<file path="config.mk">
export PLATFORM = sky130hd
export DESIGN_NAME = vur_timer
export DESIGN_NICKNAME = d
export VERILOG_FILES = /design/src/hw/rtl/vur_pkg.sv /design/src/hw/rtl/vur_timer.sv
export SDC_FILE = /design/constraint.sdc
export NUM_CORES = 1
export LEC_CHECK = 0
export BUFFER_PORTS_ARGS = -buffer_cell sky130_fd_sc_hd__buf_2
export CORE_UTILIZATION = 60
export DETAILED_ROUTE_END_ITERATION = 8
export GPL_TIMING_DRIVEN = 0
export PLACE_DENSITY = 0.78
export SYNTH_ARGS = -nofsm -noshare
export SYNTH_HDL_FRONTEND = slang
export SYNTH_SLANG_ARGS = --single-unit
</file>
<file path="constraint.sdc">
create_clock -name clk -period 6.3 [get_ports clk]
set_input_delay 1.26 -clock clk [delete_from_list [all_inputs] [get_ports clk]]
set_output_delay 1.26 -clock clk [all_outputs]
set_load 0.005 [all_outputs]
</file>
<file path="src/hw/rtl/vur_pkg.sv">
// Types and constants of the video unit register port.
// No dependencies; imported by the timer, register, output buffer and top-level modules.
`default_nettype none

package vur_pkg;

  typedef enum logic [1:0] {
    OP_TICK  = 2'd0,
    OP_READ  = 2'd1,
    OP_WRITE = 2'd2
  } opcode_t;

  localparam logic [2:0] REG_CONTROL = 3'd0;
  localparam logic [2:0] REG_MASK    = 3'd1;
  localparam logic [2:0] REG_STATUS  = 3'd2;
  localparam logic [2:0] REG_ADDR    = 3'd6;
  localparam logic [2:0] REG_DATA    = 3'd7;

  localparam int DOT_W  = 9;
  localparam int LINE_W = 10;

  localparam logic signed [LINE_W-1:0] LINE_PRE    = -10'sd1;
  localparam logic signed [LINE_W-1:0] LINE_VBLANK = 10'sd241;
  localparam logic [DOT_W-1:0]         DOT_EVENT   = 9'd1;

  localparam logic [13:0] PAL_BASE    = 14'h3F00;
  localparam logic [7:0]  PAL_MASK    = 8'h3F;
  localparam logic [7:0]  GRAY_MASK   = 8'h30;
  localparam logic [15:0] STEP_ACROSS = 16'd1;
  localparam logic [15:0] STEP_DOWN   = 16'd32;

  typedef struct packed {
    logic vbl_set;
    logic vbl_clr;
    logic frame_done;
  } timer_ev_t;

  typedef struct packed {
    logic [7:0] read_data;
    logic       nmi_raise;
    logic       frame_done;
  } result_t;

endpackage

`default_nettype wire

</file>
<file path="src/hw/rtl/vur_timer.sv">
// Dot and line counters of the frame timer; flags vblank edges and frame wrap.
// Depends on vur_pkg.
`default_nettype none

module vur_timer #(
  parameter int DOTS_PER_LINE = 341,
  parameter int LAST_LINE     = 261
) (
  input  wire logic               clk,
  input  wire logic               rst,
  input  wire logic               tick,
  output vur_pkg::timer_ev_t      ev
);
  import vur_pkg::*;

  logic        [DOT_W-1:0]  dot;
  logic signed [LINE_W-1:0] line;
  logic        [DOT_W:0]    dot_inc;
  logic signed [LINE_W-1:0] line_inc;
  logic                     dot_wrap;
  logic                     line_wrap;

  assign dot_inc   = {1'b0, dot} + (DOT_W+1)'(1);
  assign line_inc  = line + LINE_W'(1);
  assign dot_wrap  = dot_inc >= (DOT_W+1)'(DOTS_PER_LINE);
  assign line_wrap = line_inc >= $signed(LINE_W'(LAST_LINE));

  assign ev.vbl_clr    = tick && (line == LINE_PRE) && (dot == DOT_EVENT);
  assign ev.vbl_set    = tick && (line == LINE_VBLANK) && (dot == DOT_EVENT);
  assign ev.frame_done = tick && dot_wrap && line_wrap;

  always_ff @(posedge clk) begin
    if (rst) begin
      dot  <= '0;
      line <= '0;
    end else if (tick) begin
      if (dot_wrap) begin
        dot  <= '0;
        line <= line_wrap ? LINE_PRE : line_inc;
      end else begin
        dot <= dot_inc[DOT_W-1:0];
      end
    end
  end

endmodule

`default_nettype wire

</file>
Yosys cells after proc, flatten, opt, wreduce, memory -nomap -nowiden --
Cells that the tools add are included.
Storage, ports and cells: register bits after elaboration 19, latch bits 0, RAM bits 0, bits in read-only memories 0, memories kept 0
Operators by class: $add $sub $neg 2, multiply operators 0, divide/modulo/power cells 0, magnitude comparators 2, equal/unequal tests 3, shift-type cells 0, multiplexer cells 2, bitwise gates (word level) 0, reduce and logical (&&, ||, !) cells 7
Operators by type and width (number):
- $add 10x2->10 const B | 1
- $add 9x1->10 const B | 1
- $eq 10x1->1 const B | 1
- $eq 10x9->1 const B | 1
- $ge 10x10->1 const B | 1
- $ge 10x9->1 const B | 1
- $mux 10 | 1
- $eq 9x1->1 const B | 1
- $mux 9 | 1
- $logic_and 1x1->1 | 6
- $reduce_and 2->1 | 1

Logic depth before layout (Yosys ltp) --
depth in word-level cells 4, depth in mapped cells 9, gate-level depth less buffers 8

Worst setup path before layout --
Ideal clock, no wire load.
path kind in2out, start point input port tick, end point output port ev[1] (netlist name), data arrival time 1.867 ns, data required time 5.040 ns, slack 3.173 ns, stages on the path 3, cells stage by stage nand4b_1 nor4b_1 and4_1
RTL lines:
- start, declared | line vur_timer.sv:11 | input wire logic tick,
- end, declared | line vur_timer.sv:12 | output vur_pkg::timer_ev_t ev

==> summary.md <==
| Metric | Value |
|---|---|
| Outcome | `finished clean` |
| Ant diodes | `0` |
| Vias per cell | `about 6.7` |
| Pint | `154 uW` |
| Grt total ovfl | `0` |
| Synthesized Nets | `198` |
| Clock skew | `between 0.001 and 0.0015 ns` |
| TritonRoute pass-1 iters | `5` |
| Minimum clock period | `around 4.0 ns` |
| TritonCTS clock tree | `yes` |
| NetSw | `58.3 uW` |
| Global Route met2 Usage | `45.4%` |
| Total CTS buffers | `3` |
| Top-count cell post-synth | `dfxtp_1` |
| Pwr dens | `131 mW/mm^2` |
| Vias in the first global route | `1387` |
| Syn Area/Cell | `8.13 sq um` |
| Port-buffer cells | `5` |
| Hold depth | `2` |
| Final hold vios | `0` |
| 1st-iter DRT viols | `between 90 and 100` |
| Boundary Pins | `6` |
| Critical Path RT | `5.04 ns` |
| Mapped Area | `about 0.0015 sq mm` |
| Post-DP Area | `0.00160 sq mm` |
| Full die area | `0.00277 sq mm` |
| CTS max path bufs | `2` |
| Unrepaired setup endpoints after global routing | `false` |
| Fin crit share | `62.8%` |
| Pleak | `0.558 nW` |
| Worst-path maximum fanout | `10` |
| Initial antenna violation count | `0` |
| Setup crit start | `line[0]$_SDFFE_PP0P_` |
| Synth area leaders | `dfxtp_1 25%, ha_1 4.9%, buf_6 3.7%, nand2_1 3.7%, a21oi_1 3.6%` |
| Slew headroom | `61.1%` |
| Share of layout cells above drive strength 1 | `16.7%` |
| GR Util All Layers | `between 20% and 30%` |
| Worst Max-Slew Pin Slew | `between 0.5 and 0.6 ns` |
| Most Crowded Layer GR | `met2` |
| Synth Warn # | `0` |
| Crit path DAT | `2.70 ns` |
| Final GP Congestion | `between 0.9 and 1` |
| WS Path Type | `reg2out` |
| Reg power frac | `58.7%` |
| Final cell count without fillers | `226` |
| Largest net degree at the start of global routing | `12` |
| Setup Viol. Count Final | `0` |
| Top cells by instance count after synthesis | `19 x dfxtp_1, 15 x nand2_1, 12 x nor2_1` |
| Design Area, Final | `0.00162 sq mm` |
| Post-cts sizing count | `0` |
| H-Tree Depth | `1` |
| WL/cell | `16.6 microns` |
| Top_reg_cell synth | `dfxtp_1` |
| Dominant cell type by area after synthesis | `dfxtp_1` |
| Clock power frac | `31.7%` |
| Met3 Use GR | `~5.2%` |
| Placed cells | `222` |
| CORE AREA | `around 0.0023 sq mm` |
| Initial Util | `66.3%` |
| Routed Antenna Nets | `0` |
| Power, Total | `212 uW` |
| Post-CTS Setup Bufs | `0` |
| Met1 usage | `a little over two fifths` |
| Crit. End Element | `output pin` |
| Worst-Skew Late Latency | `0.30 ns` |
| PnR worst setup slack | `2.34 ns` |
| Drt drc | `0` |
| Fillers | `184` |
| Area Growth Syn to Fin | `5.70%` |
| Synth cell types | `54` |
| Setup TNS | `0 ns` |
| Cell count after synthesis | `189` |
| Total clock sinks | `19` |
| # rows | `17` |
| Clk slew on worst S/H paths | `0.12 ns` |
| Hold-fix buffers at CTS | `0` |
| Nets@finish | `roughly 210` |
| First-pass GRT wire length | `6.18 mm` |
| Logic pwr share | `9.5%` |
| Yosys reg bits | `19` |
| Net Sw Frac | `27.5%` |
| Max Freq | `0.253 GHz` |
| Die H | `52.6 microns` |
| Chip Width | `52.6 microns` |
| Hold path start | `dot[7]$_SDFFE_PP0P_` |
| Post-synth EDFFs | `0` |
| CP Launch Type | `flop` |
| Post-DP HPWL | `2.65 mm` |
| Reg2reg path depth | `9` |
| R2r startpoint | `line[0]$_SDFFE_PP0P_` |
| Worst VDD drop | `0.0952 mV` |
| DP Worst Slack | `2.71 ns` |
| Synth top area share | `24.8%` |
| CTS Root Cell | `clkbuf_4` |
| Max Cap Violations | `0` |
| Pins over their slew limit | `0` |
| Vias | `1517` |
| Post-synth ARST share | `0%` |
| Final WL | `3.75 mm` |
| Worst min path class | `reg2reg` |
| Sequential share of the synthesized area | `24.8%` |
[flip-flops by register name, summed over array words and instances, names as in the netlist]
register	count
dot	9
line	10
[worst max-delay path: stages, from the launching register on]
cell and delay (ns):
dfxtp_1 0.52, ha_1 0.36, and3_1 0.19, clkbuf_1 0.24, o21ai_0 0.14, a32oi_1 0.51, nor2_2 0.13, and2_1 0.19
buf_2 0.12
[power groups by stage]
stage | Sequential [mW] | Combinational, mW | Clock, mW
2_1_floorplan | 0.127 | 0.0146 | 0
3_3_place_gp | 0.127 | 0.0187 | 0
3_5_place_dp | 0.127 | 0.0200 | 0
4_1_cts | 0.125 | 0.0200 | 0.0676
5_1_grt | 0.125 | 0.0226 | 0.0720
6_report | 0.125 | 0.0202 | 0.0673
[logic make-up (layout without fill, tap and decap cells)]
| group | Yosys count | count (layout) | share of synthesized area (%) |
|---|---|---|---|
| adder cells (fa/ha/maj) | 6 | 6 | 4.89 |
| buffers and inverters | 25 | 34 | 10.0 |
| AND/OR/NAND/NOR | 76 | 76 | 28.6 |
| AO/OA/AOI/OAI | 59 | 59 | 29.5 |
| flip-flops | 19 | 19 | 24.8 |
| XOR/XNOR | 4 | 4 | 2.28 |
[path summary, 6_finish.rpt]
check	to	slack (ns)
min reg2reg	dot[7]$_SDFFE_PP0P_	0.57
max	ev[0]	2.34
max reg2reg	line[2]$_SDFFE_PP0P_	3.69
min	dot[7]$_SDFFE_PP0P_	0.57
[layout by cell type (no fill, tap or decap), types with 4 or more instances in the layout]
cell type,count
clkbuf_1,4
nand3_1,7
o21ai_0,11
dfxtp_1,19
buf_6,5
a211oi_1,7
buf_4,5
inv_1,8
buf_2,8
a21oi_1,11
nand2b_1,4
and3_1,7
xnor2_1,4
nand4_1,4
nor2_1,12
ha_1,6
and2_1,4
nand2_1,15
[metal layers]
| metal | share of wire (%) | wire length, microns |
|---|---|---|
| met1 | 47 | 1750 |
| met2 | 43 | 1620 |
| met3 | 8.2 | 308 |
| met4 | 1.6 | 61 |
| met5 | 0 | 0 |
[area by class of cell]
type / instances / area, sq um / share of cell area [%]
Multi-Input combinational cell: 145 / 1000 / 61.7
Sequential cell: 19 / 380 / 23.4
Buffer: 17 / 124 / 7.63
Tap cell: 28 / 35.0 / 2.16
Inverter: 8 / 30.0 / 1.85
Timing Repair Buffer: 5 / 25.0 / 1.54
Clock buffer: 3 / 22.5 / 1.39
Clock inverter: 1 / 5.00 / 0.308
[metrics by stage]
step | util (%) | hold slack (ns)
finish | 70.0 | 0.572
global route | 70.0 | 0.588
CTS | 70.0 | 0.565
detailed placement | 68.9 | 0.549
global placement | 68.9 | 0.519
floorplan | - | 0.484
(Power assumes the default switching activity.)
