`src/hw/rtl/vur_pkg.sv`:
```
// Types and constants of the video unit register port.
// No dependencies; imported by the timer, register, output buffer and top-level modules.
`default_nettype none

package vur_pkg;

  typedef enum logic [1:0] {
    OP_TICK  = 2'd0,
    OP_READ  = 2'd1,
    OP_WRITE = 2'd2
  } opcode_t;

  localparam logic [2:0] REG_CONTROL = 3'd0;
  localparam logic [2:0] REG_MASK    = 3'd1;
  localparam logic [2:0] REG_STATUS  = 3'd2;
  localparam logic [2:0] REG_ADDR    = 3'd6;
  localparam logic [2:0] REG_DATA    = 3'd7;

  localparam int DOT_W  = 9;
  localparam int LINE_W = 10;

  localparam logic signed [LINE_W-1:0] LINE_PRE    = -10'sd1;
  localparam logic signed [LINE_W-1:0] LINE_VBLANK = 10'sd241;
  localparam logic [DOT_W-1:0]         DOT_EVENT   = 9'd1;

  localparam logic [13:0] PAL_BASE    = 14'h3F00;
  localparam logic [7:0]  PAL_MASK    = 8'h3F;
  localparam logic [7:0]  GRAY_MASK   = 8'h30;
  localparam logic [15:0] STEP_ACROSS = 16'd1;
  localparam logic [15:0] STEP_DOWN   = 16'd32;

  typedef struct packed {
    logic vbl_set;
    logic vbl_clr;
    logic frame_done;
  } timer_ev_t;

  typedef struct packed {
    logic [7:0] read_data;
    logic       nmi_raise;
    logic       frame_done;
  } result_t;

endpackage

`default_nettype wire

```
`src/hw/rtl/vur_rsp_if.sv`:
```
// Result channel of the video unit register port: valid/ready plus one result.
// No dependencies.
`default_nettype none

interface vur_rsp_if;
  logic       valid;
  logic       ready;
  logic [7:0] read_data;
  logic       nmi_raise;
  logic       frame_done;

  modport source (output valid, read_data, nmi_raise, frame_done, input ready);
  modport sink   (input valid, read_data, nmi_raise, frame_done, output ready);
endinterface

`default_nettype wire

```
`src/hw/rtl/vur_out_buf.sv`:
```
// Result register with a skid stage, so a word can be taken while the last
// result waits. Depends on vur_pkg and vur_rsp_if.
`default_nettype none

module vur_out_buf (
  input  wire logic             clk,
  input  wire logic             rst,
  input  wire logic             push,
  input  wire vur_pkg::result_t data,
  output logic                  ready,
  vur_rsp_if.source             rsp
);
  import vur_pkg::*;

  logic    out_valid;
  logic    skid_valid;
  result_t out_word;
  result_t skid_word;
  logic    take;
  logic    load_out;

  assign take     = out_valid && rsp.ready;
  assign ready    = !skid_valid;
  assign load_out = push && (!out_valid || take);

  assign rsp.valid      = out_valid;
  assign rsp.read_data  = out_word.read_data;
  assign rsp.nmi_raise  = out_word.nmi_raise;
  assign rsp.frame_done = out_word.frame_done;

  always_ff @(posedge clk) begin
    if (rst) begin
      out_valid  <= 1'b0;
      skid_valid <= 1'b0;
    end else if (push) begin
      if (load_out) begin
        out_valid <= 1'b1;
      end else begin
        skid_valid <= 1'b1;
      end
    end else if (take) begin
      out_valid  <= skid_valid;
      skid_valid <= 1'b0;
    end
  end

  always_ff @(posedge clk) begin
    if (push && !load_out) begin
      skid_word <= data;
    end
    if (load_out) begin
      out_word <= data;
    end else if (!push && take && skid_valid) begin
      out_word <= skid_word;
    end
  end

endmodule

`default_nettype wire

```
`src/flat_wrapper.sv`:
```
// flat-port wrapper written by rule: the top's interface ports become plain ports
module vur_out_buf_flat import vur_pkg::*;
  (clk, rst, push, data, ready, rsp_valid, rsp_read_data, rsp_nmi_raise, rsp_frame_done, rsp_ready);
  vur_rsp_if rsp_i ();
  input  wire logic clk;
  input  wire logic rst;
  input  wire logic push;
  input  wire vur_pkg::result_t data;
  output logic ready;
  output wire logic [$bits(rsp_i.valid)-1:0] rsp_valid;
  output wire logic [$bits(rsp_i.read_data)-1:0] rsp_read_data;
  output wire logic [$bits(rsp_i.nmi_raise)-1:0] rsp_nmi_raise;
  output wire logic [$bits(rsp_i.frame_done)-1:0] rsp_frame_done;
  input wire logic [$bits(rsp_i.ready)-1:0] rsp_ready;
  assign rsp_valid = rsp_i.valid;
  assign rsp_read_data = rsp_i.read_data;
  assign rsp_nmi_raise = rsp_i.nmi_raise;
  assign rsp_frame_done = rsp_i.frame_done;
  assign rsp_i.ready = rsp_ready;
  vur_out_buf u_core (.clk(clk), .rst(rst), .push(push), .data(data), .ready(ready), .rsp(rsp_i));
endmodule
```
`config.mk`:
```
export PLATFORM = sky130hd
export DESIGN_NAME = vur_out_buf_flat
export DESIGN_NICKNAME = d
export VERILOG_FILES = /design/src/hw/rtl/vur_pkg.sv /design/src/hw/rtl/vur_rsp_if.sv /design/src/hw/rtl/vur_out_buf.sv /design/src/flat_wrapper.sv
export SDC_FILE = /design/constraint.sdc
export NUM_CORES = 1
export LEC_CHECK = 0
export BUFFER_PORTS_ARGS = -buffer_cell sky130_fd_sc_hd__buf_4
export CAP_MARGIN = 15
export CORE_UTILIZATION = 52
export CTS_CLUSTER_DIAMETER = 60
export DETAILED_ROUTE_END_ITERATION = 10
export PLACE_DENSITY_LB_ADDON = 0.25
export SLEW_MARGIN = 15
export SYNTH_ARGS = -nofsm -noshare
export SYNTH_HDL_FRONTEND = slang
export SYNTH_SLANG_ARGS = --single-unit
```
`constraint.sdc`:
```
create_clock -name clk -period 3.9 [get_ports clk]
set_input_delay 0.975 -clock clk [delete_from_list [all_inputs] [get_ports clk]]
set_output_delay 0.975 -clock clk [all_outputs]
set_load 0.02 [all_outputs]
```
* After elaboration in Yosys (flattened, before gate mapping)
Index checks and enable logic that the tools add are counted.
** Storage, ports and cells
- Register bits after elaboration :: 22
- Bits of input ports :: 14
- Output and inout port bits :: 12
- Logic and storage cells :: 32
** Operators by class
- Equal/unequal tests :: 2
- Muxes and demuxes :: 8
- Reductions and logical operators :: 14
** Operators by type and width (count)
- $mux W10 :: 2
- $mux W1 :: 6
- $logic_and A1 B1 Y1 :: 5
- $logic_not A1 Y1 :: 4
- $reduce_and A2 Y1 :: 2
- $reduce_bool A2 Y1 :: 2
- $ne A2 B1 Y1 const B :: 1
- $ne A2 B2 Y1 const B :: 1
- $logic_or A1 B1 Y1 :: 1

* Longest topological paths before layout
Gate-level depths: netlist (run 1).
- Depth in word-level cells :: 5
- Gate-level depth with buffers :: 4
- Depth with buffers taken out :: 3

* Worst setup path after synthesis (run 1)
Ideal clock, no wire load.
- Kind :: input port to flip-flop
- From :: input port rsp_ready
- To :: register u_core.out_word, in the netlist u_core.rsp.frame_done (data pin)
- Library setup time :: 0.260 ns
- Data arrival time :: 1.628 ns
- Data required time :: 3.640 ns
- Path slack :: 2.011 ns
- Cell stages on the path :: 4
- Path buffers :: 1
- Path through :: nor2b_4 nand2b_4 buf_12 mux2_4
** Between the ends
- Longest elaborated chain between the ends :: 4
** RTL lines
- start: declaration :: RTL line flat_wrapper.sv:14 : input wire logic [$bits(rsp_i.ready)-1:0] rsp_ready;
- $logic_and A1 B1 Y1 :: RTL line vur_out_buf.sv:22 : assign take = out_valid && rsp.ready;
- $logic_or A1 B1 Y1 :: RTL line vur_out_buf.sv:24 : assign load_out = push && (!out_valid || take);
- $logic_and A1 B1 Y1 :: RTL line vur_out_buf.sv:24
- $mux W10 :: RTL line vur_out_buf.sv:51 : if (load_out) begin
- end signal: assignment :: RTL line vur_out_buf.sv:52 : out_word <= data;
- end signal: assignment :: RTL line vur_out_buf.sv:54 : out_word <= skid_word;
- end: declaration :: RTL line vur_out_buf.sv:17 : result_t out_word;
No other way between the ends.
A chain may end at the register's enable or synchronous reset.

* Worst setup path in the final report (run 1)
- From :: register u_core.skid_valid
- To :: output port ready
** Between the ends
- Longest elaborated chain between the ends :: 1
** RTL lines
- start: declaration :: RTL line vur_out_buf.sv:16 : logic skid_valid;
- start signal: assignment :: RTL line vur_out_buf.sv:34 : skid_valid <= 1'b0;
- start signal: assignment :: RTL line vur_out_buf.sv:39 : skid_valid <= 1'b1;
- start signal: assignment :: RTL line vur_out_buf.sv:43 : skid_valid <= 1'b0;
- $logic_not A1 Y1 :: RTL line vur_out_buf.sv:23 : assign ready = !skid_valid;
- end: declaration :: RTL line flat_wrapper.sv:9 : output logic ready;
No other way between the ends.

==> impl_results.md, run 1 <==
- Status: finished, violations left
- Failing checks: DRC
- Rows: 14
- Slew margin rel.: 46.8%
- FF-to-FF setup slack: 2.41 ns
- Max Clock Skew: 0.00406 ns
- Clk buf depth: 2
- N_diodes: 0
- Area of the mapped netlist: 892 um2
- Leakage power: 0.462 nW
- Seq/Total Area, Yosys: 71.8%
- Via count: 470
- DIE WIDTH: 43.4 um
- Post-Syn Nets: 60
- Tcrit/Tclk final: 48.3%
- Final Setup Violations: 0
- Placed wire-length estimate: 1.01 mm
- Yosys cell types: 13
- WHS: 0.504 ns
- Drt pass-1 iters: 7
- Avg Cell Area, Syn: 19.4 um2
- Synth Instances: 46
- Critical Path Start: u_core.skid_valid
- Resized Gates After CTS: 0
- WP data arrival: 0.91 ns
- Vias/cell: 5.22
- Share of cells above drive strength 1: 56.8%
- Max Freq: 0.531 GHz
- Sum of negative setup slack: 0 ns
- DR iter-0 viols: 13
- WP data required: 2.92 ns
- RR Startpoint: u_core.rsp.valid
- Initial antenna violation count: 0
- Max cap viols: 0
- Hold Crit Start: u_core.skid_valid
- Slew Viols, Final: 0
- Worst skew pair latency: 0.30 ns
- Least-Margin Pin Slew: 0.795 ns
- Final min period: 1.88 ns
- Wire length of the first global-routing pass: 2.16 mm
- Critical Path Sink Type: output pin
- CTS tree: yes
- Worst IR Drop VDD: 0.000224 V
- Root Driver: clkbuf_4
- I/O Buffers: 25
- Post-Route WL: 1.32 mm
- Critical Path Fanout Max: 5
- Total track usage: 16.4%
- Seq cells post-synth: 22
- WL/cell: 14.7 um
- Post-CTS setup buffer count: 0
- Crit Path Class: reg2out
- Startpoint types: flip-flop
- Ys Warns: 0
- Hold Crit Class: reg2reg
- Grt total ovfl: 0
- DRC viols: 4
- Worst-path clk slew: 0.11 ns
- Area growth syn-to-layout: 25.1%
- Die Height: 43.4 um
- Largest net degree at the start of global routing: 13
- Hold-fix buffers at CTS: 0
- Die footprint: 1890 um2
- IO Pins: 26
- CTS Buf Count: 3
- Vias in the first global route: 514
- Clock H-tree levels: 1
- Initial Util: 57.2%
- Core area: 1560 um2
- Placer Congestion: 0.708
- Clk sinks: 22
- RSZ-0062 raised after global routing: no
- Final antenna-violating net count: 0
- PD cells: 412 nW/um2
- Nets@finish: 89
- Final-report hold violation count: 0
==> flip-flops by register name (all words and copies together) (netlist names) <==
register and flops:
u_core.rsp.frame_done 1, u_core.rsp.nmi_raise 1, u_core.rsp.read_data 8, u_core.rsp.valid 1
u_core.skid_valid 1, u_core.skid_word 10
==> layout by cell type, fill, tap and decap left out <==
| cell | synthesis | routed |
|---|---|---|
| and2_2 | 1 | 1 |
| or2b_1 | 1 | 1 |
| clkbuf_8 | 0 | 1 |
| mux2_4 | 10 | 10 |
| buf_4 | 0 | 25 |
| nand2b_4 | 1 | 1 |
| o21ai_0 | 1 | 1 |
| a21oi_1 | 3 | 3 |
| inv_1 | 1 | 1 |
| nor2_1 | 2 | 2 |
| dfxtp_1 | 2 | 2 |
| nand2_1 | 2 | 2 |
| clkbuf_4 | 0 | 3 |
| edfxtp_1 | 20 | 20 |
| nor2b_4 | 1 | 1 |
==> cell usage after synthesis <==
library cell,instances,area (um2)
mux2_4,10,150
nor2_1,2,7.51
and2_2,1,7.51
nand2_1,2,7.51
inv_1,1,3.75
buf_12,1,20.0
o21ai_0,1,5.00
a21oi_1,3,15.0
nor2b_4,1,13.8
or2b_1,1,7.51
nand2b_4,1,13.8
dfxtp_1,2,40.0
edfxtp_1,20,601
==> layer usage <==
layer	wire length, um	part of all wire, %	vias up	global-route usage, %
li1	-	-	227	-
met1	493	37	223	17.2
met2	760	57	18	31.5
met3	58	4.4	2	4.17
met4	11	0.83	0	5.63
met5	0	0	-	0
==> worst paths after layout <==
path	endpoint	cells after the start
max	ready	2
min	u_core.skid_valid	2
max reg2reg	u_core.rsp.read_data[6]	2
min reg2reg	u_core.skid_valid	2
==> critical path, cell delays in order, from the launching register on <==
cell	delay, ns
dfxtp_1	0.40
inv_1	0.06
buf_4	0.15
==> cells by family after synthesis <==
logic type | Yosys count | share of synthesized area [%]
flops | 22 | 71.8
mux | 10 | 16.8
simple gates | 8 | 6.45
compound gates | 4 | 2.24
buf+inv | 2 | 2.66
==> where the power goes <==
group / internal [mW] / leakage (nW) / switching (mW)
registers: 0.270 / 0.204 / 0.00437
logic: 0.0331 / 0.236 / 0.0295
clock network: 0.0569 / 0.0210 / 0.0654
==> metrics by stage <==
stage | cell area (um2) | std cells | power (mW) | setup slack, ns | utilization (%)
6_report | 1120 | 90 | 0.460 | 2.02 | 71.6
5_1_grt | 1120 | 90 | 0.473 | 1.96 | 71.6
4_1_cts | 1120 | 90 | 0.460 | 2.02 | 71.6
3_5_place_dp | 1080 | 86 | 0.344 | 1.73 | 69.3
3_3_place_gp | 1080 | 86 | 0.341 | 1.81 | 69.3
2_1_floorplan | 892 | 46 | 0.317 | 2.01 | -
==> area by class of cell <==
class | count | area (um2)
Clock buffer | 4 | 36.3
Fill cell | 109 | 443
Inverter | 1 | 3.75
Multi-Input combinational cell | 22 | 228
Sequential cell | 22 | 641
Tap cell | 16 | 20.0
Timing Repair Buffer | 25 | 188
(Power assumes the default switching activity.)
==> inputs of run 2 (changes only) <==
--- a/config.mk
+++ b/config.mk
@@ -5,9 +5,10 @@
 export SDC_FILE = /design/constraint.sdc
 export NUM_CORES = 1
 export LEC_CHECK = 0
+export ABC_AREA = 1
 export BUFFER_PORTS_ARGS = -buffer_cell sky130_fd_sc_hd__buf_4
 export CAP_MARGIN = 15
-export CORE_UTILIZATION = 52
+export CORE_UTILIZATION = 43
 export CTS_CLUSTER_DIAMETER = 60
 export DETAILED_ROUTE_END_ITERATION = 10
 export PLACE_DENSITY_LB_ADDON = 0.25
==> constraint.sdc (replaced) <==
create_clock -name clk -period 1.65 [get_ports clk]
set_input_delay 0.4125 -clock clk [delete_from_list [all_inputs] [get_ports clk]]
set_output_delay 0.4125 -clock clk [all_outputs]
set_load 0.02 [all_outputs]
==> run 2 against run 1 <==
Effect of this change:
- worst hold slack worse by 0.25 ns
- critical endpoint is now rsp_valid
- critical path depth is 1 lower
- critical path type unchanged
- sequential share of layout area rose by 1.3 points
- the flow now finishes without violations
==> impl_results.md, run 2 <==
- WL/cell: 11.6 um (-21%)
- Initial antenna violation count: 0 (unchanged)
- Seq cells post-synth: 22 (unchanged)
- Hold-fix buffers at CTS: 0 (unchanged)
- Area of the mapped netlist: 861 um2 (-3.5%)
- Cell taking the most area after synthesis: edfxtp_1
- Seq/Total Area, Yosys: 74.4% (+2.6 points)
- Placer Congestion: 0.685 (-3.4%)
- Commonest cells after routing, fill and taps aside: buf_4 (26), nand2_1 (23), edfxtp_1 (20), nand3_1 (11), inv_1 (6)
- Top FF cell, synth: edfxtp_1
- Worst path slowest cell: dfxtp_1
- Drt pass-1 iters: 2 (-5)
- Grt total ovfl: 0 (unchanged)
- Vias/cell: 4.74 (-9.3%)
- Yosys cell types: 12 (-1)
- Core area: 1800 um2 (+16%)
- Final-report hold violation count: 0 (unchanged)
- Area contributors post-synth: edfxtp_1 (70%), nand2_1 (10%), nand3_1 (6.4%), dfxtp_1 (4.7%), inv_1 (2.6%)
- Final antenna-violating net count: 0 (unchanged)
- Vias in the first global route: 529 (+2.9%)
- Avg Cell Area, Syn: 12.3 um2 (-37%)
- Die Height: 46.7 um (+7.6%)
- CP Cell Sequence: buf_4
- Initial Util: 47.8% (-9.4 points)
- Clock H-tree levels: 1 (unchanged)
- DRC viols: 0 (-4)
- Buf/Inv on CP: 1 (-1)
- Wire length of the first global-routing pass: 2.23 mm (+3.2%)
- Commonest non-fill, non-tap cell in the layout: buf_4
- Resized Gates After CTS: 0 (unchanged)
- Number of flip-flops in the largest register: 10 (unchanged)
- Root Driver: clkbuf_4
- Area growth syn-to-layout: 26.7%
- Post-synthesis async set-or-reset flop share: 0% (unchanged)
- Critical Path Sink Type: output pin
- RSZ-0062 raised after global routing: no
- Worst IR Drop VDD: 0.000491 V (+120%)
- Clk buf depth: 2 (unchanged)
- Total track usage: 15.5% (-0.95 points)
- Rows: 15 (+1)
- Placed wire-length estimate: 1.04 mm (+3.0%)
- Top Family by Delay on Critical Path: flip-flops
- Share of cells above drive strength 1: 33.0% (-24 points)
- Sum of negative setup slack: 0 ns (unchanged)
- Least-Margin Pin Slew: 0.413 ns (-0.382 ns)
- Hold Crit Class: in2reg
- Post-Route WL: 1.42 mm (+7.1%)
- Status: complete, no violations
- Ys Warns: 0 (unchanged)
- Top-count cell post-synth: nand2_1
- Startpoint types: flip-flop
- DIE WIDTH: 46.7 um (+7.6%)
- Post-Syn Nets: 84 (+40%)
- Synth Instances: 70 (+52%)
- Max Freq: 0.755 GHz
- CTS Buf Count: 3 (unchanged)
- Tcrit/Tclk final: 80.3%
- WHS: 0.255 ns (-0.248 ns)
- Pwr Total: 1.02 mW (+120%)
- Area share of the largest cell type after synthesis: 69.8% (+2.4 points)
- PD cells: 939 nW/um2 (+130%)
- Worst-path clk slew: 0.12 ns (about the same)
- Slew margin rel.: 72.4% (+26 points)
- Worst path max stage delay: 0.44 ns (+0.04 ns)
- N_diodes: 0 (unchanged)
- Slew Viols, Final: 0 (unchanged)
- Final min period: 1.32 ns
- I/O Buffers: 25 (unchanged)
- Die footprint: 2180 um2 (+16%)
- IO Pins: 26 (unchanged)
- EDFF count, synth: 20 (unchanged)
- WP data arrival: 0.91 ns (about the same)
- CTS tree: yes
- Critical Path Fanout Max: 5 (unchanged)
- Worst skew pair latency: 0.30 ns (about the same)
- Post-CTS setup buffer count: 0 (unchanged)
- Synth cell count leaders: nand2_1 (23), edfxtp_1 (20), nand3_1 (11)
- Via count: 578 (+23%)
- Crit Path Class: reg2out
- Clk sinks: 22 (unchanged)
- Max cap viols: 0 (unchanged)
- Max Clock Skew: 0.0106 ns (+0.00654 ns)
- Final Setup Violations: 0 (unchanged)
- DR iter-0 viols: 2 (-11)
- Leakage power: 0.484 nW (+4.9%)
- Largest net degree at the start of global routing: 15 (+2)
- Nets@finish: 113 (+27%)
- WP data required: 1.24 ns (-1.68 ns)
- Top reg by flops: u_core.skid_word
==> run 2: worst register-to-register path, stage by stage (launching register included) <==
cell and delay (ns):
dfxtp_1 0.44, a21oi_1 0.14, inv_1 0.07, nand2_1 0.04, inv_1 0.30
==> run 2: where the power goes <==
part           switching, mW  internal [mW]  leakage [nW]
logic                 0.0812         0.0615         0.265
registers            0.00876          0.641         0.205
clock network          0.147         0.0850        0.0138
==> run 2: final timing paths <==
path                  startpoint                       to  slack [ns]  depth (start not counted)
min reg2reg  u_core.skid_word[8]  u_core.rsp.read_data[6]        0.52                          2
min                          rst         u_core.rsp.valid        0.26                          2
max             u_core.rsp.valid                rsp_valid        0.33                          1
max reg2reg     u_core.rsp.valid  u_core.rsp.read_data[6]        0.33                          4
==> run 2: per-stage QoR <==
stage	std cells	setup WS, ns	instance area (um2)	util, %
after floorplan	70	0.377	861	-
after global placement	119	0.271	1070	59.3
after global routing	122	0.248	1090	60.6
after CTS	122	0.320	1090	60.6
after detailed placement	119	0.221	1070	59.3
final	122	0.325	1090	60.6
==> run 2: final cells by class <==
class | instances | area [um2]
fillers | 172 | 711
repair buffers | 26 | 195
flip-flops and latches | 22 | 641
clock buffers | 3 | 22.5
inverters | 6 | 22.5
multi-input cells | 40 | 179
well taps | 25 | 31.3
==> run 2: kinds of logic after synthesis <==
kind of cell / after synthesis / share of synthesized area [%]
buffers and inverters: 8 / 4.80
DFF: 22 / 74.4
AOI/OAI and AO/OA: 3 / 2.47
and+or+nand+nor: 37 / 18.3
==> run 2: layer usage <==
metal	track usage [%]	vias up	wire (um)	part of all wire, %
met1	18.1	265	559	39
met4	10.3	0	12	0.85
li1	-	293	-	-
met5	0	-	0	0
met2	26.4	18	779	55
met3	2.31	2	65	4.6
==> inputs of run 3 (changes only) <==
==> constraint.sdc (replaced) <==
create_clock -name clk -period 1.2 [get_ports clk]
set_input_delay 0.3 -clock clk [delete_from_list [all_inputs] [get_ports clk]]
set_output_delay 0.3 -clock clk [all_outputs]
set_load 0.02 [all_outputs]
==> run 3 against run 2 <==
Effect of this change:
- register-to-register slack got worse by 0.27 ns
- cell count up 5.7%
- worst hold slack got worse by 0.13 ns
- routed wire length up 20%
- power rose by 64%
- critical endpoint is now rsp_read_data[7]
- largest power group unchanged
==> impl_results.md, run 3 (same netlist as run 2, synthesis figures left out) <==
- Vias in the first global route: 561 (+6.0%)
- Slew margin rel.: 86.1% (+14 points)
- Top Family by Delay on Critical Path: flip-flops
- Worst IR Drop VDD: 0.000726 V (+48%)
- Status: complete, no violations
- RSZ-0062 raised after global routing: yes
- Startpoint types: flip-flop
- Hold-fix buffers at CTS: 0 (unchanged)
- IO Pins: 26 (unchanged)
- CTS tree: yes
- Area growth syn-to-layout: 37.8%
- FF+latch area: 643 um2 (+0.39%)
- CTS Buf Count: 3 (unchanged)
- Register-to-Register Path Depth: 4 (unchanged)
- DIE WIDTH: 46.7 um (unchanged)
- CP Cell Sequence: buf_6
- Share of cells above drive strength 1: 42.3% (+9.3 points)
- N_diodes: 0 (unchanged)
- Critical Path Fanout Max: 1 (-4)
- Worst skew pair latency: 0.31 ns (about the same)
- I/O Buffers: 25 (unchanged)
- Final Setup Violations: 0 (unchanged)
- PD cells: 1420 nW/um2 (+51%)
- Crit Path Class: reg2out
- Initial Util: 47.8% (unchanged)
- Total track usage: 18.3% (+2.8 points)
- Final min period: 1.20 ns
- Root Driver: clkbuf_4
- Initial antenna violation count: 0 (unchanged)
- Post-Route WL: 1.70 mm (+20%)
- Worst path slowest cell: edfxtp_1
- Top reg by flops: u_core.skid_word
- Critical Path Sink Type: output pin
- Sum of negative setup slack: 0 ns (unchanged)
- WL/cell: 13.2 um (+13%)
- Hold Crit Start: rst
- Fill cells: 149 (-13%)
- DRC viols: 0 (unchanged)
- Commonest cells after routing, fill and taps aside: buf_4 (29), nand2_1 (22), edfxtp_1 (20), nand3_1 (11), inv_1 (5)
- Critical R2R Capture: u_core.rsp.nmi_raise
- DR iter-0 viols: 28 (+26)
- Grt total ovfl: 0 (unchanged)
- Placer Congestion: 0.682 (-0.35%)
- Clk sinks: 22 (unchanged)
- Worst path max stage delay: 0.44 ns (about the same)
- Drt pass-1 iters: 4 (+2)
- WP data required: 0.90 ns (-0.34 ns)
- WP data arrival: 0.90 ns (about the same)
- Die Height: 46.7 um (unchanged)
- Largest net degree at the start of global routing: 14 (-1)
- FF-to-FF setup slack: 0.06 ns (-0.27 ns)
- RR Startpoint: u_core.rsp.valid
- Buf/Inv on CP: 1 (unchanged)
- Hold EP: u_core.rsp.valid
- Rows: 15 (unchanged)
- Core area: 1800 um2 (unchanged)
- Number of flip-flops in the largest register: 10 (unchanged)
- Leakage power: 0.521 nW (+7.5%)
- Clk buf depth: 2 (unchanged)
- Final Util: 65.8% (+5.3 points)
- Max cap viols: 0 (unchanged)
- Max Freq: 0.833 GHz
- Slew Viols, Final: 0 (unchanged)
- Area of the multi-input gates: 185 um2 (+3.5%)
- Clock H-tree levels: 1 (unchanged)
- Final-report hold violation count: 0 (unchanged)
- Nets@finish: 119 (+5.3%)
- Wire length of the first global-routing pass: 2.54 mm (+14%)
- Worst-path clk slew: 0.12 ns (about the same)
- Least-Margin Pin Slew: 0.207 ns (-0.205 ns)
- Commonest non-fill, non-tap cell in the layout: buf_4
- Vias/cell: 4.87 (+2.8%)
- Placed wire-length estimate: 1.18 mm (+13%)
- Max Clock Skew: 0.00684 ns (-0.00375 ns)
- Hold Crit Class: in2reg
- Die footprint: 2180 um2 (unchanged)
- Final antenna-violating net count: 0 (unchanged)
- Tcrit/Tclk final: 100%
- Hold path depth: 2 (unchanged)
- Via count: 628 (+8.7%)
[run 3: metrics by stage]
stage	hold slack [ns]	cell area [um2]	std cells	worst slack [ns]	total power, mW
after floorplan	0.355	862	70	0.00628	1.02
after global placement	0.459	1110	124	0.0226	1.12
after detailed placement	0.461	1110	124	-0.0249	1.13
after CTS	0.118	1180	129	-0.00241	1.69
after global routing	0.121	1190	129	-0.00874	1.73
final	0.122	1190	129	0.0000230	1.68
[run 3: final cells by class]
cell class / instances / share of cell area (%)
Clock buffer: 3 / 1.90
Clock inverter: 1 / 2.53
Inverter: 6 / 2.22
Multi-Input combinational cell: 40 / 15.6
Sequential cell: 22 / 54.2
Tap cell: 25 / 2.64
Timing Repair Buffer: 31 / 20.3
Timing Repair inverter: 1 / 0.633
[run 3: worst max-delay path by stage]
stage / startpoint / to / slack, ns / depth (start not counted)
finish: u_core.rsp.read_data[7] / rsp_read_data[7] / 0.00002 / 1
global route: u_core.rsp.nmi_raise / rsp_nmi_raise / -0.009 / 1
CTS: u_core.rsp.read_data[7] / rsp_read_data[7] / -0.002 / 1
detailed placement: rsp_ready / u_core.rsp.read_data[4] / -0.02 / 5
global placement: rsp_ready / u_core.rsp.read_data[1] / 0.02 / 5
floorplan: u_core.rsp.valid / u_core.rsp.frame_done / 0.006 / 4
[run 3: routing by layer]
metal | global-route usage, % | vias to the layer above | part of all wire, %
met5 | 0 | - | 0
met4 | 14.3 | 0 | 3.9
met3 | 3.46 | 7 | 3.2
met2 | 29.2 | 20 | 52
met1 | 21.7 | 297 | 40
li1 | - | 304 | -
[run 3: report_power, final]
part / switching [mW] / internal, mW
Clock: 0.226 / 0.338
Sequential: 0.0155 / 0.882
Combinational: 0.123 / 0.0993
[run 3: worst reg2reg max path, delay by kind of cell (launching register included)]
family                 cells  cell delay [ns]
AOI/OAI and AO/OA          1             0.16
buffers and inverters      2             0.24
and+or+nand+nor            1             0.12
DFF                        1             0.37
[run 3: timing repair]
| action | in CTS | in global routing |
|---|---|---|
| gates resized for setup | 4 | 3 |
| endpoints found under the setup margin | 11 | 13 |
| endpoints found under the hold margin | 0 | 0 |
| cloned | 1 | 0 |
| buffers inserted | 0 | 0 |
